$ cat src/rtl/core/lbc_pkg.sv
// Shared types, constants and address mapping for the bank conflict counter.
`default_nettype none

package lbc_pkg;

  // Tile layout constants
  localparam int ROW_LENGTH  = 32;
  localparam int PACK_WIDTH  = 8;
  localparam int LAYERS      = 2;
  localparam int BANKS       = 32;

  // Field widths
  localparam int ROW_W       = 6;
  localparam int COL_W       = 5;
  localparam int SLOT_W      = 10;
  localparam int BANK_W      = $clog2(BANKS);
  localparam int GROUP_W     = 5;
  localparam int TOTAL_W     = 32;

  // Per-group slot store
  localparam int STORE_DEPTH = 32;
  localparam int STORE_IW    = $clog2(STORE_DEPTH);

  localparam logic [GROUP_W-1:0] GROUP_MAX = {GROUP_W{1'b1}};
  localparam logic [TOTAL_W-1:0] TOTAL_MAX = {TOTAL_W{1'b1}};

  // One mapped access on its way to the conflict stage
  typedef struct packed {
    logic [SLOT_W-1:0] slot;
    logic              last;
    logic              start;
  } lbc_req_t;

  // Element (row, column) to 4-byte slot, plain or XOR-swizzled layout
  function automatic logic [SLOT_W-1:0] slot_of(input logic [ROW_W-1:0] row,
                                                input logic [COL_W-1:0] column,
                                                input logic             swz);
    logic [31:0] m;
    logic [31:0] k;
    logic [31:0] d0;
    logic [31:0] d1;
    logic [31:0] off;
    m = 32'(row);
    k = 32'(column);
    if (swz) begin
      d0  = 32'((k / PACK_WIDTH) * LAYERS + (m % LAYERS));
      d1  = 32'(m / LAYERS) ^ d0;
      off = 32'(d0 * PACK_WIDTH + d1 * (ROW_LENGTH * LAYERS) + (k % PACK_WIDTH));
    end else begin
      off = 32'(m * ROW_LENGTH + k);
    end
    // two bytes per element, four bytes per slot
    return off[SLOT_W:1];
  endfunction

endpackage

`default_nettype wire

$ cat src/rtl/core/lbc_ifs.sv
// Channel interfaces: access requests, results and the layout register write.
`default_nettype none

interface lbc_in_if;
  logic                      valid;
  logic                      ready;
  logic [lbc_pkg::ROW_W-1:0] row;
  logic [lbc_pkg::COL_W-1:0] column;
  logic                      last_in_group;
  logic                      start_run;
  modport source (output valid, row, column, last_in_group, start_run, input ready);
  modport sink   (input valid, row, column, last_in_group, start_run, output ready);
endinterface

interface lbc_out_if;
  logic                        valid;
  logic                        ready;
  logic [lbc_pkg::GROUP_W-1:0] group_conflicts;
  logic [lbc_pkg::TOTAL_W-1:0] run_conflicts;
  modport source (output valid, group_conflicts, run_conflicts, input ready);
  modport sink   (input valid, group_conflicts, run_conflicts, output ready);
endinterface

interface lbc_cfg_if;
  logic valid;
  logic ready;
  logic use_swizzle;
  modport source (output valid, use_swizzle, input ready);
  modport sink   (input valid, use_swizzle, output ready);
endinterface

`default_nettype wire

$ cat src/rtl/core/lbc_addr_map.sv
// Input register stage: maps each accepted access to its slot.
`default_nettype none

module lbc_addr_map (
  input  wire logic                         clk,
  input  wire logic                         rst_n,
  input  wire logic                         in_valid,
  output logic                              in_ready,
  input  wire logic [lbc_pkg::ROW_W-1:0]    in_row,
  input  wire logic [lbc_pkg::COL_W-1:0]    in_column,
  input  wire logic                         in_last,
  input  wire logic                         in_start,
  input  wire logic                         use_swizzle,
  output logic                              req_valid,
  input  wire logic                         req_ready,
  output lbc_pkg::lbc_req_t                 req
);

  logic              valid_r;
  lbc_pkg::lbc_req_t req_r;

  // Stage empties or drains into the conflict stage in the same cycle
  assign in_ready  = !valid_r || req_ready;
  assign req_valid = valid_r;
  assign req       = req_r;

  // Valid flag
  always_ff @(posedge clk) begin
    if (!rst_n) begin
      valid_r <= 1'b0;
    end else if (in_ready) begin
      valid_r <= in_valid;
    end
  end

  // Mapped request payload
  always_ff @(posedge clk) begin
    if (in_valid && in_ready) begin
      req_r.slot  <= lbc_pkg::slot_of(in_row, in_column, use_swizzle);
      req_r.last  <= in_last;
      req_r.start <= in_start;
    end
  end

endmodule

`default_nettype wire

$ cat src/rtl/core/lbc_conflict_unit.sv
// Slot store, parallel bank match, group and running counters, result register.
`default_nettype none

module lbc_conflict_unit (
  input  wire logic                          clk,
  input  wire logic                          rst_n,
  input  wire logic                          req_valid,
  output logic                               req_ready,
  input  wire lbc_pkg::lbc_req_t             req,
  output logic                               out_valid,
  input  wire logic                          out_ready,
  output logic [lbc_pkg::GROUP_W-1:0]        out_group,
  output logic [lbc_pkg::TOTAL_W-1:0]        out_total
);

  logic [lbc_pkg::SLOT_W-1:0]   seen_r [lbc_pkg::STORE_DEPTH];
  logic [lbc_pkg::STORE_DEPTH-1:0] slot_valid_r;
  logic [lbc_pkg::GROUP_W-1:0]  group_r;
  logic [lbc_pkg::GROUP_W-1:0]  group_nxt;
  logic [lbc_pkg::TOTAL_W-1:0]  total_r;
  logic [lbc_pkg::TOTAL_W-1:0]  total_base;
  logic [lbc_pkg::TOTAL_W:0]    total_sum;
  logic [lbc_pkg::TOTAL_W-1:0]  total_nxt;
  logic                         out_valid_r;
  logic [lbc_pkg::GROUP_W-1:0]  out_group_r;
  logic [lbc_pkg::TOTAL_W-1:0]  out_total_r;
  logic [lbc_pkg::BANK_W-1:0]   bank;
  logic [lbc_pkg::STORE_DEPTH-1:0] hit_vec;
  logic [lbc_pkg::STORE_DEPTH-1:0] bank_vec;
  logic                         found;
  logic                         bank_used;
  logic                         has_free;
  logic [lbc_pkg::STORE_IW-1:0] free_idx;
  logic                         fire;

  // A closing request needs room in the result register
  assign req_ready = !req.last || !out_valid_r || out_ready;
  assign fire      = req_valid && req_ready;

  assign out_valid = out_valid_r;
  assign out_group = out_group_r;
  assign out_total = out_total_r;

  assign bank = lbc_pkg::BANK_W'(req.slot % lbc_pkg::BANKS);

  // Parallel compare against every stored slot
  always_comb begin
    for (int i = 0; i < lbc_pkg::STORE_DEPTH; i++) begin
      hit_vec[i]  = slot_valid_r[i] && (seen_r[i] == req.slot);
      bank_vec[i] = slot_valid_r[i] && (seen_r[i] != req.slot) &&
                    (lbc_pkg::BANK_W'(seen_r[i] % lbc_pkg::BANKS) == bank);
    end
  end

  assign found     = |hit_vec;
  assign bank_used = |bank_vec;
  assign has_free  = !(&slot_valid_r);

  // Lowest free entry
  always_comb begin
    free_idx = '0;
    for (int i = lbc_pkg::STORE_DEPTH - 1; i >= 0; i--) begin
      if (!slot_valid_r[i]) free_idx = lbc_pkg::STORE_IW'(i);
    end
  end

  // Group count and saturating running total
  always_comb begin
    group_nxt = group_r;
    if (!found && bank_used && group_r != lbc_pkg::GROUP_MAX) begin
      group_nxt = group_r + 1'b1;
    end
    total_base = req.start ? '0 : total_r;
    total_sum  = {1'b0, total_base} + (lbc_pkg::TOTAL_W + 1)'(group_nxt);
    total_nxt  = total_sum[lbc_pkg::TOTAL_W] ? lbc_pkg::TOTAL_MAX
                                             : total_sum[lbc_pkg::TOTAL_W-1:0];
  end

  // Control state
  always_ff @(posedge clk) begin
    if (!rst_n) begin
      slot_valid_r <= '0;
      group_r      <= '0;
      total_r      <= '0;
      out_valid_r  <= 1'b0;
    end else begin
      if (fire) begin
        if (req.last) begin
          slot_valid_r <= '0;
          group_r      <= '0;
          total_r      <= total_nxt;
        end else begin
          if (!found && has_free) slot_valid_r[free_idx] <= 1'b1;
          group_r <= group_nxt;
          total_r <= total_base;
        end
      end
      if (fire && req.last) begin
        out_valid_r <= 1'b1;
      end else if (out_ready) begin
        out_valid_r <= 1'b0;
      end
    end
  end

  // Slot store and result payload
  always_ff @(posedge clk) begin
    if (fire && !req.last && !found && has_free) begin
      seen_r[free_idx] <= req.slot;
    end
    if (fire && req.last) begin
      out_group_r <= group_nxt;
      out_total_r <= total_nxt;
    end
  end

endmodule

`default_nettype wire

$ cat src/rtl/core/lds_bank_conflict_counter.sv
// Top level of the shared-memory bank conflict counter.
// Each request is one lane's 16-bit element access (row, column). It is mapped
// to a 4-byte slot, row-major or XOR-swizzled as selected by use_swizzle, and
// its bank is the slot modulo 32. Within a lane group every new slot whose bank
// already holds a different slot adds one conflict (saturating at 31);
// up to 32 distinct slots per group are remembered. The request flagged
// last_in_group produces one result: that group's conflicts and a running total
// saturating at 2^32-1; start_run clears the total first. Throughput is one
// request per cycle; a request passes the input register, then the store
// compare into the result register. A stalled result holds back only a
// group-closing request. Write use_swizzle only while idle.
`default_nettype none

module lds_bank_conflict_counter (
  input  wire logic  clk,
  input  wire logic  rst_n,
  lbc_in_if.sink     in_ch,
  lbc_out_if.source  out_ch,
  lbc_cfg_if.sink    cfg_ch
);

  logic              use_swizzle_r;
  logic              req_valid;
  logic              req_ready;
  lbc_pkg::lbc_req_t req;

  // Layout register
  assign cfg_ch.ready = 1'b1;

  always_ff @(posedge clk) begin
    if (!rst_n) begin
      use_swizzle_r <= 1'b0;
    end else if (cfg_ch.valid) begin
      use_swizzle_r <= cfg_ch.use_swizzle;
    end
  end

  // Address mapping stage
  lbc_addr_map u_addr_map (
    .clk         (clk),
    .rst_n       (rst_n),
    .in_valid    (in_ch.valid),
    .in_ready    (in_ch.ready),
    .in_row      (in_ch.row),
    .in_column   (in_ch.column),
    .in_last     (in_ch.last_in_group),
    .in_start    (in_ch.start_run),
    .use_swizzle (use_swizzle_r),
    .req_valid   (req_valid),
    .req_ready   (req_ready),
    .req         (req)
  );

  // Conflict stage
  lbc_conflict_unit u_conflict (
    .clk       (clk),
    .rst_n     (rst_n),
    .req_valid (req_valid),
    .req_ready (req_ready),
    .req       (req),
    .out_valid (out_ch.valid),
    .out_ready (out_ch.ready),
    .out_group (out_ch.group_conflicts),
    .out_total (out_ch.run_conflicts)
  );

endmodule

`default_nettype wire

$ cat src/flat_wrapper.sv
// flat-port wrapper written by rule: the top's interface ports become plain ports
module lds_bank_conflict_counter_flat 
  (clk, rst_n, in_ch_valid, in_ch_row, in_ch_column, in_ch_last_in_group, in_ch_start_run, in_ch_ready, out_ch_valid, out_ch_group_conflicts, out_ch_run_conflicts, out_ch_ready, cfg_ch_valid, cfg_ch_use_swizzle, cfg_ch_ready);
  lbc_in_if in_ch_i ();
  lbc_out_if out_ch_i ();
  lbc_cfg_if cfg_ch_i ();
  input  wire logic clk;
  input  wire logic rst_n;
  input wire logic [$bits(in_ch_i.valid)-1:0] in_ch_valid;
  input wire logic [$bits(in_ch_i.row)-1:0] in_ch_row;
  input wire logic [$bits(in_ch_i.column)-1:0] in_ch_column;
  input wire logic [$bits(in_ch_i.last_in_group)-1:0] in_ch_last_in_group;
  input wire logic [$bits(in_ch_i.start_run)-1:0] in_ch_start_run;
  output wire logic [$bits(in_ch_i.ready)-1:0] in_ch_ready;
  output wire logic [$bits(out_ch_i.valid)-1:0] out_ch_valid;
  output wire logic [$bits(out_ch_i.group_conflicts)-1:0] out_ch_group_conflicts;
  output wire logic [$bits(out_ch_i.run_conflicts)-1:0] out_ch_run_conflicts;
  input wire logic [$bits(out_ch_i.ready)-1:0] out_ch_ready;
  input wire logic [$bits(cfg_ch_i.valid)-1:0] cfg_ch_valid;
  input wire logic [$bits(cfg_ch_i.use_swizzle)-1:0] cfg_ch_use_swizzle;
  output wire logic [$bits(cfg_ch_i.ready)-1:0] cfg_ch_ready;
  assign in_ch_i.valid = in_ch_valid;
  assign in_ch_i.row = in_ch_row;
  assign in_ch_i.column = in_ch_column;
  assign in_ch_i.last_in_group = in_ch_last_in_group;
  assign in_ch_i.start_run = in_ch_start_run;
  assign in_ch_ready = in_ch_i.ready;
  assign out_ch_valid = out_ch_i.valid;
  assign out_ch_group_conflicts = out_ch_i.group_conflicts;
  assign out_ch_run_conflicts = out_ch_i.run_conflicts;
  assign out_ch_i.ready = out_ch_ready;
  assign cfg_ch_i.valid = cfg_ch_valid;
  assign cfg_ch_i.use_swizzle = cfg_ch_use_swizzle;
  assign cfg_ch_ready = cfg_ch_i.ready;
  lds_bank_conflict_counter u_core (.clk(clk), .rst_n(rst_n), .in_ch(in_ch_i), .out_ch(out_ch_i), .cfg_ch(cfg_ch_i));
endmodule
$ cat config.mk
export PLATFORM = sky130hd
export DESIGN_NAME = lds_bank_conflict_counter_flat
export DESIGN_NICKNAME = d
export VERILOG_FILES = /design/src/rtl/core/lbc_pkg.sv /design/src/rtl/core/lbc_ifs.sv /design/src/rtl/core/lbc_addr_map.sv /design/src/rtl/core/lbc_conflict_unit.sv /design/src/rtl/core/lds_bank_conflict_counter.sv /design/src/flat_wrapper.sv
export SDC_FILE = /design/constraint.sdc
export NUM_CORES = 1
export LEC_CHECK = 0
export BUFFER_PORTS_ARGS = -buffer_cell sky130_fd_sc_hd__buf_2
export CAP_MARGIN = 20
export CORE_ASPECT_RATIO = 0.6
export CORE_MARGIN = 8
export CORE_UTILIZATION = 25
export DETAILED_ROUTE_END_ITERATION = 16
export PLACE_DENSITY = 0.47
export SYNTH_ARGS = -nofsm -noshare
export SYNTH_HDL_FRONTEND = slang
export SYNTH_HIERARCHICAL = 1
export SYNTH_SLANG_ARGS = --single-unit
$ cat constraint.sdc
create_clock -name clk -period 8.4 [get_ports clk]
set_clock_uncertainty 0.05 [all_clocks]
set_input_delay 0.84 -clock clk [delete_from_list [all_inputs] [get_ports clk]]
set_output_delay 0.84 -clock clk [all_outputs]
set_load 0.03 [all_outputs]
==> results by stage, run 1 <==
Run status:
- The run finished with clean final reports.

Die:
- The die covers 90900 µm².
- The x dimension of the die is 384 µm.
- The die height is 237 µm.
- The total number of placement rows is 81.
- After floorplanning, the core was sized to cover 81000 µm².
- The effective utilization at floorplan is 25.1%.
- During I/O placement, the number of pins put on the boundary was between 50 and 60.

Drt:
- The via-per-instance ratio is between 4 and 5.
- The total wire length after detailed routing is 49.9 mm.
- The first TritonRoute pass finished after 4 iterations.
- Dividing the detail-routed wire length by the instance count gives 18.1 µm.
- The post-detailed-route DRC marker count is 0.
- For this block, the via count after detailed routing is 12428.
- The detailed router finished its first iteration with 914 violations.
- The detail route stage leaves a number of antenna-violating nets equal to 0.

Pwr:
- The total net switching power is 0.00102 W.
- The power share of the clock group is 42.8%.
- VDD sags by at most 0.137 mV.
- Of the total power, combinational logic draws ~5.4%.
- In this run switching power makes up 22.0% of total power.
- Summed over all cells, the static leakage comes to 7.35 nW.
- In this run, flip-flops and latches consume 51.8% of the power.
- The internal power consumption is 0.00361 W.
- The power per cell area is 200 nW/µm².

Yosys:
- The count of warnings emitted by yosys is 6.
- After synthesis the netlist holds a flip-flop and latch count of 441.
- Synthesis produced a netlist with a net count of 1613.
- In this run, distinct cell masters in the synthesized netlist total just under 80.
- The dominant register cell in the synthesized netlist is sky130_fd_sc_hd__edfxtp_1.
- The total standard cell area after synthesis is a little over 20000 µm².
- The share of the yosys chip area belonging to registers is between 60 and 70%.
- The gate count of the mapped netlist is approximately 1600.
- The number of enable flip-flop cells after synthesis is between 300 and 400.
- After synthesis, the mean cell area works out to 12.8 µm².
- Counting flops with an async set or reset pin after synthesis yields a share of 0%.

CTS:
- The H-tree was split into 2 levels.
- In this run, CTS created clock tree buffers numbering 43.
- The clock tree root buffer cell is sky130_fd_sc_hd__clkbuf_16.
- The clock-pin slew of the registers on the worst-case setup and hold paths is approximately 0.060 ns.
- The clock passes through at most 3 buffers.
- Once the clock tree was built, the resizer swapped 0 gates to a different size.
- The cts-stage hold buffer count is 0.
- In this run the post-CTS setup repair buffer count came out at 0.
- The clock tree from TritonCTS is done.
- The clock network latency to the later pin of the worst-skew pair is 0.57 ns.
- Counting every sink on the clock net gives about 440.

STA:
- The worst path meets setup with between 2 and 2.5 ns of slack.
- The hold violation total from the final report is 0.
- After layout, the worst path uses 75.2% of the clock period.
- The count of endpoints failing setup in the final report is 0.
- The highest clock frequency the design can meet is 0.158 GHz.
- The max-slew violation count was 0.
- The slew of the pin with the lowest slew margin is 1.10 ns.
- The aggregate negative setup slack is 0 ns.
- The final period demand of the worst path is 6.32 ns.
- Headroom to the max-slew limit came out at 26.7%.
- Setup repair after global routing left no endpoint under its margin.

Critical path:
- The startpoint type of the worst setup path is a register.
- The critical path is of the reg -> reg type.
- Of all nets on the critical path, the largest fanout is 32.
- The type of element capturing the critical path is a register.
- STA puts the critical path data arrival time at about 6.7 ns.
- The required arrival time at the worst endpoint is 8.79 ns.

Cells and area:
- The post-layout net count is 1674.
- Leaving out fill and tap cells, the most frequent cells in the layout are sky130_fd_sc_hd__edfxtp_1, sky130_fd_sc_hd__xnor2_1, sky130_fd_sc_hd__nand2_1.
- Cells with a size suffix above 1 make up 11.0% of the layout.
- From synthesis to final layout, the design area changed by 13.8%.
- The count of antenna diodes in the layout is 0.
- Leaving out fill and tap cells, the most frequent cell in the layout is sky130_fd_sc_hd__edfxtp_1.

Job:
- Max-cap violations in this run came to 0.

GRT:
- The number of global-route vias before repair is roughly 12000.
- The overall overflow remaining after global route is 0.
- Entering global routing, the biggest net connects 65 pins.
- The initial antenna violation count came to 1.
- The global-route wire length before repair is about 77 mm.
- The overall track demand over capacity in global routing is between 10% and 20%.

Placed design:
- The number of input and output port buffers inserted is 56.
- The half-perimeter wire length after detailed placement is around 34 mm.
- Prior to clock tree synthesis, the placed netlist has a worst setup slack of 2.01 ns.
- The routability congestion estimate is 0.823.

Min path:
- The type of the worst min-delay path is in -> reg.
==> critical path, cell delays in order, from the launching register on <==
cell                       delay, ns
sky130_fd_sc_hd__edfxtp_1       0.99
sky130_fd_sc_hd__buf_12         0.31
sky130_fd_sc_hd__xnor2_1        0.15
sky130_fd_sc_hd__nand3_1        0.11
sky130_fd_sc_hd__or2_2          0.32
sky130_fd_sc_hd__a22oi_1        0.39
sky130_fd_sc_hd__nand4_1        0.17
sky130_fd_sc_hd__or4_1          0.73
sky130_fd_sc_hd__nand2_1        0.23
sky130_fd_sc_hd__mux2_1         0.41
sky130_fd_sc_hd__fa_1           0.47
sky130_fd_sc_hd__a21oi_1        0.17
sky130_fd_sc_hd__o21bai_1       0.11
sky130_fd_sc_hd__a21oi_1        0.26
sky130_fd_sc_hd__and3b_1        0.23
sky130_fd_sc_hd__buf_4          0.19
sky130_fd_sc_hd__nand3_1        0.10
sky130_fd_sc_hd__buf_4          0.33
sky130_fd_sc_hd__o21ai_0        0.21
sky130_fd_sc_hd__a22o_1         0.23
==> synthesized netlist by cell type (5+ instances only) <==
| cell type | count | area share (%) |
|---|---|---|
| sky130_fd_sc_hd__a21oi_1 | 32 | 0.79 |
| sky130_fd_sc_hd__a22o_1 | 17 | 0.73 |
| sky130_fd_sc_hd__a31oi_1 | 8 | 0.25 |
| sky130_fd_sc_hd__and2_1 | 21 | 0.65 |
| sky130_fd_sc_hd__and3_1 | 13 | 0.40 |
| sky130_fd_sc_hd__and4_1 | 6 | 0.26 |
| sky130_fd_sc_hd__buf_1 | 7 | 0.13 |
| sky130_fd_sc_hd__buf_12 | 5 | 0.49 |
| sky130_fd_sc_hd__buf_4 | 16 | 0.59 |
| sky130_fd_sc_hd__buf_6 | 10 | 0.55 |
| sky130_fd_sc_hd__buf_8 | 10 | 0.74 |
| sky130_fd_sc_hd__clkbuf_1 | 26 | 0.48 |
| sky130_fd_sc_hd__dfxtp_1 | 72 | 7.1 |
| sky130_fd_sc_hd__edfxtp_1 | 369 | 55 |
| sky130_fd_sc_hd__ha_1 | 7 | 0.43 |
| sky130_fd_sc_hd__inv_1 | 18 | 0.33 |
| sky130_fd_sc_hd__nand2_1 | 152 | 2.8 |
| sky130_fd_sc_hd__nand2b_1 | 10 | 0.31 |
| sky130_fd_sc_hd__nand3_1 | 48 | 1.2 |
| sky130_fd_sc_hd__nand4_1 | 46 | 1.4 |
| sky130_fd_sc_hd__nor2_1 | 92 | 1.7 |
| sky130_fd_sc_hd__nor2b_1 | 14 | 0.43 |
| sky130_fd_sc_hd__nor3_1 | 26 | 0.64 |
| sky130_fd_sc_hd__nor4_1 | 24 | 0.74 |
| sky130_fd_sc_hd__nor4b_1 | 6 | 0.26 |
| sky130_fd_sc_hd__o21a_1 | 5 | 0.18 |
| sky130_fd_sc_hd__o21ai_0 | 68 | 1.7 |
| sky130_fd_sc_hd__o31ai_1 | 8 | 0.30 |
| sky130_fd_sc_hd__o32a_1 | 5 | 0.25 |
| sky130_fd_sc_hd__or2_2 | 7 | 0.22 |
| sky130_fd_sc_hd__or3_1 | 7 | 0.22 |
| sky130_fd_sc_hd__xnor2_1 | 239 | 10 |
| sky130_fd_sc_hd__xor2_1 | 110 | 4.7 |
==> worst paths after layout <==
kind                                               from                                    endpoint  slack (ns)  depth (start not counted)
max reg2reg          u_core/u_addr_map/req[7]$_DFFE_PP_  u_core/u_conflict/total_r[10]$_SDFFE_PN0P_        2.08                         19
min reg2reg  u_core/u_conflict/total_r[11]$_SDFFE_PN0P_  u_core/u_conflict/total_r[11]$_SDFFE_PN0P_        0.42                          2
min                                 in_ch_last_in_group          u_core/u_addr_map/req[1]$_DFFE_PP_        0.40                          1
max                  u_core/u_addr_map/req[7]$_DFFE_PP_  u_core/u_conflict/total_r[10]$_SDFFE_PN0P_        2.08                         19
==> area by class of cell <==
class                   count  area [µm²]
fillers                  8186       57900
flip-flops and latches    441       12500
multi-input cells        1051        7110
well taps                1079        1350
clock buffers              65        1270
repair buffers             92         639
clock inverters            13         163
inverters                  18        67.6
==> routing by layer <==
| layer | track usage (%) | vias to the layer above | part of all wire, % |
|---|---|---|---|
| met4 | 2.03 | 0 | 1.5 |
| met1 | 17.8 | 6219 | 55 |
| li1 | - | 5853 | - |
| met2 | 14.0 | 298 | 38 |
| met5 | 0 | - | 0 |
| met3 | 2.24 | 58 | 5.8 |
==> flip-flops by register name, summed over array words and instances, names as in the netlist <==
name                            flops
u_core/u_conflict/seen_r          320
u_core/u_conflict/out_total        32
u_core/u_conflict/slot_valid_r     32
u_core/u_conflict/total_r          32
u_core/u_addr_map/req              12
u_core/u_conflict/group_r           5
u_core/u_conflict/out_group         5
u_core/u_addr_map/req_valid         1
u_core/u_conflict/out_valid         1
u_core/use_swizzle_r                1
==> metrics by stage <==
| step | cells | hold WS (ns) | util [%] | power, W | area, µm² |
|---|---|---|---|---|---|
| 6_report | 2759 | 0.396 | 28.6 | 0.00463 | 23100 |
| 3_5_place_dp | 2679 | 0.408 | 26.8 | 0.00270 | 21700 |
| 5_1_grt | 2759 | 0.353 | 28.6 | 0.00480 | 23100 |
| 4_1_cts | 2757 | 0.347 | 28.5 | 0.00470 | 23100 |
| 2_1_floorplan | 1586 | 0.391 | - | 0.00263 | 20300 |
| 3_3_place_gp | 2679 | 0.405 | 26.8 | 0.00269 | 21700 |
==> kinds of logic after synthesis <==
| family | synth area share [%] |
|---|---|
| other cells | 0.0185 |
| simple gates | 12.7 |
| mux | 0.216 |
| xor+xnor | 15.1 |
| compound gates | 6.38 |
| buf+inv | 3.37 |
| flops | 61.6 |
| fa+ha+maj | 0.530 |
==> power groups by stage <==
stage,Combinational [W],Sequential [W],Clock [W]
final,0.000251,0.00240,0.00198
after global routing,0.000278,0.00240,0.00213
after CTS,0.000256,0.00240,0.00205
after detailed placement,0.000255,0.00244,0
after global placement,0.000250,0.00244,0
after floorplan,0.000181,0.00245,0
Power figures use the tool's default switching activity.
==> inputs of run 2 (changes only) <==
--- a/config.mk
+++ b/config.mk
@@ -11,7 +11,7 @@
 export CORE_MARGIN = 8
 export CORE_UTILIZATION = 25
 export DETAILED_ROUTE_END_ITERATION = 16
-export PLACE_DENSITY = 0.47
+export PLACE_DENSITY = 0.48
 export SYNTH_ARGS = -nofsm -noshare
 export SYNTH_HDL_FRONTEND = slang
 export SYNTH_HIERARCHICAL = 1
==> constraint.sdc (replaced) <==
create_clock -name clk -period 5.3 [get_ports clk]
set_clock_uncertainty 0.05 [all_clocks]
set_input_delay 0.53 -clock clk [delete_from_list [all_inputs] [get_ports clk]]
set_output_delay 0.53 -clock clk [all_outputs]
set_load 0.03 [all_outputs]
==> results by stage, run 2 (synthesized netlist as in run 1, its figures left out) <==
Run status:
- The run finished with clean final reports.

Die:
- The total number of placement rows is 81 (unchanged).
- The number of top-level design ports is 59 (unchanged).
- The die height is 237 µm (unchanged).
- The effective utilization at floorplan was 25.1% (unchanged).
- The floorplan die area is 90900 µm² (unchanged).
- The x dimension of the die is 384 µm (unchanged).
- The area of the core is 81000 µm² (unchanged).

Drt:
- The count of vias placed by the detailed router was 13144 (+5.8%).
- The number of design-rule violations left by the first detailed-router iteration is 1274 (+39%).
- The first-pass iteration count of the detailed router was 5 (+1).
- The post-detailed-route DRC marker count is 0 (unchanged).
- The average wire length per cell after detail routing was 18.3 µm (+0.99%).
- The via-per-instance ratio was 4.50 (-0.10%).
- The total wire length after detailed routing is 53.4 mm (+6.9%).
- The post-detailed-route count of antenna-violating nets is 0 (unchanged).

Cells and area:
- The post-layout net count was 1834 (+9.6%).
- The area growth from synthesis to layout is 22.1%.
- Leaving out fill and tap cells, the most frequent cells in the layout are sky130_fd_sc_hd__edfxtp_1, sky130_fd_sc_hd__xnor2_1, sky130_fd_sc_hd__buf_4.
- The library cell used most frequently in the layout, excluding fill and tap cells, is sky130_fd_sc_hd__edfxtp_1.
- The final non-filler cell total came to 2921 (+5.9%).
- The fraction of final layout cells sized beyond drive strength 1 was 20.4% (+9.4 points).
- The count of filler cells inserted in the layout was 8079 (-1.3%).
- The number of flip-flops in the largest register is 320 (unchanged).
- The register with the highest flop count is u_core/u_conflict/seen_r.
- The count of antenna diodes in the layout is 0 (unchanged).

STA:
- The aggregate negative setup slack is 0 ns (unchanged).
- The final period demand of the worst path is 5.12 ns (-1.20 ns).
- The count of endpoints failing setup in the final report is 0 (unchanged).
- The worst slew slack as a fraction of its limit is 32.4% (+5.7 points).
- The hold violation total from the final report is 0 (unchanged).
- The max-slew violation count is 0 (unchanged).
- The final worst slack is 0.178 ns (-1.90 ns).
- The slew of the pin with the lowest slew margin is 1.00 ns (-0.0912 ns).
- Setup repair after global routing could not meet its margin everywhere.
- The share of the clock period used by the worst path after layout is 96.6% (+21 points).
- The highest clock frequency the design can meet is 0.195 GHz (+23%).

Critical path:
- The largest individual stage delay along the critical path comes from the cell sky130_fd_sc_hd__nor4_1.
- The logic depth of the worst path, buffers included is 23 (+4).
- The startpoint type of the worst setup path is a register.
- Among cell families on the critical path, the largest total delay comes from simple AND/OR/NAND/NOR gates.
- The required arrival time at the worst endpoint came to 5.73 ns (-3.06 ns).
- The launching element of the worst setup path is u_core/u_addr_map/req[6]$_DFFE_PP_.
- The signal on the critical path passes through buf_12 -> buf_4 -> xor2_1 -> nor4_1 -> and3_1 -> a22oi_1 -> buf_4 -> nand4_1 -> or4_4 -> nand2_4 -> buf_4 -> xnor2_1 -> ha_2 -> fa_2 -> a21oi_2 -> o21bai_2 -> a21oi_2 -> and3b_2 -> buf_4 -> nand4_1 -> nor3_1 -> o21a_1 -> o31a_1.
- The path depth of the worst reg2reg path is 23 (+4).
- The arrival time of the worst setup path is 5.55 ns (-1.16 ns).
- The most critical setup path has its endpoint at u_core/u_conflict/total_r[31]$_SDFFE_PN0P_.
- The endpoint of the most critical register-to-register path is u_core/u_conflict/total_r[31]$_SDFFE_PN0P_.
- Among the stages of the critical path, the cell type that occurs most often is sky130_fd_sc_hd__buf_4.
- In this run the critical register-to-register path is launched from u_core/u_addr_map/req[6]$_DFFE_PP_.
- The count of buffer and inverter cells on the critical path came to 5 (+2).
- The highest net fanout along the worst path is 18 (-44%).
- The setup slack of the worst register-to-register path is 0.18 ns (-1.90 ns).
- The critical path is of the reg -> reg type.
- The worst setup path is captured at a register.
- The maximum cell stage delay along the critical path is 0.63 ns (-0.36 ns).

CTS:
- The cts-stage hold buffer count was 0 (unchanged).
- The maximum number of buffers from clock root to sink is 3 (unchanged).
- The number of CTS-inserted buffers is 44 (+2.3%).
- The CTS sink count was 441 (unchanged).
- The number of H-tree levels came to 2 (unchanged).
- The cell sitting at the root of the clock tree is a sky130_fd_sc_hd__clkbuf_16.
- The clock network latency to the later pin of the worst-skew pair is 0.59 ns (+0.02 ns).
- The clock-pin slew of the registers on the worst-case setup and hold paths is 0.06 ns (about the same).
- TritonCTS built the clock tree.

Placed design:
- The worst slack at placement is -0.152 ns (-2.16 ns).
- The half-perimeter wire length after detailed placement is 37.9 mm (+11%).
- The number of instances in the placed design is 2830 (+5.6%).
- The routability congestion estimate is 0.872 (+5.9%).
- The number of input and output port buffers inserted is 56 (unchanged).

GRT:
- The initial antenna violation count is 1 (unchanged).
- The number of global-route vias before repair is 12477 (+4.0%).
- The overall track demand over capacity in global routing came to 11.3% (+0.55 points).
- The maximum number of pins on one net before global-route repair is 47 (-28%).
- The global-route wire length before repair is 80.3 mm (+4.6%).
- The overall overflow remaining after global route was 0 (unchanged).

Pwr:
- The share of total power in sequential cells is 49.9% (-1.9 points).
- The switching share of power is 22.2% (+0.19 points).
- The reported leakage power is 8.32 nW (+13%).
- The combinational power share is 6.7% (+1.3 points).
- The total net switching power is 0.00168 W (+65%).
- The power per cell area is 306 nW/µm² (+53%).
- The internal power consumption came to 0.00590 W (+63%).
- The maximum resistive drop on vdd came to 0.226 mV (+65%).
- The power share of the clock group is 43.4% (+0.6 points).

Min path:
- The min-delay analysis places its worst path in the category in -> reg.

Job:
- The reported max-cap violation count is 0 (unchanged).
==> run 2: final cells by class <==
cell class / count / area [µm²] / share of cell area [%]
clock buffers: 68 / 1330 / 5.34
multi-input cells: 1051 / 7280 / 29.4
well taps: 1079 / 1350 / 5.45
clock inverters: 13 / 173 / 0.696
inverters: 18 / 67.6 / 0.273
flip-flops and latches: 441 / 12500 / 50.5
repair buffers: 251 / 2080 / 8.37
==> run 2: routing by layer <==
metal,GRT usage [%],vias to the layer above,wire [µm]
met4,2.12,0,819
met5,0,-,0
li1,-,6163,-
met3,2.19,63,3970
met1,19.0,6505,28800
met2,14.4,413,19800
==> run 2: worst reg2reg max path, stage by stage, from the launching register on <==
cell                       delay [ns]
sky130_fd_sc_hd__edfxtp_1        0.41
sky130_fd_sc_hd__buf_12          0.19
sky130_fd_sc_hd__buf_4           0.25
sky130_fd_sc_hd__xor2_1          0.17
sky130_fd_sc_hd__nor4_1          0.63
sky130_fd_sc_hd__and3_1          0.33
sky130_fd_sc_hd__a22oi_1         0.10
sky130_fd_sc_hd__buf_4           0.16
sky130_fd_sc_hd__nand4_1         0.09
sky130_fd_sc_hd__or4_4           0.16
sky130_fd_sc_hd__nand2_4         0.06
sky130_fd_sc_hd__buf_4           0.14
sky130_fd_sc_hd__xnor2_1         0.14
sky130_fd_sc_hd__ha_2            0.22
sky130_fd_sc_hd__fa_2            0.36
sky130_fd_sc_hd__a21oi_2         0.15
sky130_fd_sc_hd__o21bai_2        0.10
sky130_fd_sc_hd__a21oi_2         0.19
sky130_fd_sc_hd__and3b_2         0.29
sky130_fd_sc_hd__buf_4           0.19
sky130_fd_sc_hd__nand4_1         0.11
sky130_fd_sc_hd__nor3_1          0.06
sky130_fd_sc_hd__o21a_1          0.19
sky130_fd_sc_hd__o31a_1          0.28
==> run 2: how the worst min path moves through the flow <==
stage                                                          from                                        end  slack [ns]  depth (start not counted)
after floorplan           u_core/u_conflict/total_r[4]$_SDFFE_PN0P_  u_core/u_conflict/total_r[4]$_SDFFE_PN0P_        0.39                          1
after global placement    u_core/u_conflict/total_r[4]$_SDFFE_PN0P_  u_core/u_conflict/total_r[4]$_SDFFE_PN0P_        0.40                          1
after detailed placement  u_core/u_conflict/total_r[1]$_SDFFE_PN0P_  u_core/u_conflict/total_r[1]$_SDFFE_PN0P_        0.41                          1
after CTS                                           in_ch_start_run         u_core/u_addr_map/req[0]$_DFFE_PP_        0.04                          1
after global routing                                   in_ch_row[5]        u_core/u_addr_map/req[11]$_DFFE_PP_        0.04                          1
final                                               in_ch_start_run         u_core/u_addr_map/req[0]$_DFFE_PP_        0.07                          1
==> run 2: power groups by stage <==
stage / clock [W] / combinational (W) / sequential [W]
after floorplan: 0 / 0.000288 / 0.00388
after global placement: 0 / 0.000493 / 0.00386
after detailed placement: 0 / 0.000501 / 0.00386
after CTS: 0.00337 / 0.000504 / 0.00378
after global routing: 0.00349 / 0.000554 / 0.00378
final: 0.00328 / 0.000508 / 0.00378
==> run 2: metrics by stage <==
step           total power [W]  hold WS (ns)  util (%)  cell area (µm²)
2_1_floorplan          0.00417         0.391         -            20300
3_3_place_gp           0.00435         0.403      28.4            23000
3_5_place_dp           0.00436         0.412      28.4            23000
4_1_cts                0.00766        0.0398      30.3            24500
5_1_grt                0.00783        0.0437      30.6            24800
6_report               0.00758        0.0709      30.6            24800
==> run 2: what timing repair did <==
action,in CTS,in global routing
setup endpoints to repair,29,62
resized for setup,7,38
endpoints found under the hold margin,0,0
pin swaps,0,2
setup buffers,0,8
cloned,0,2
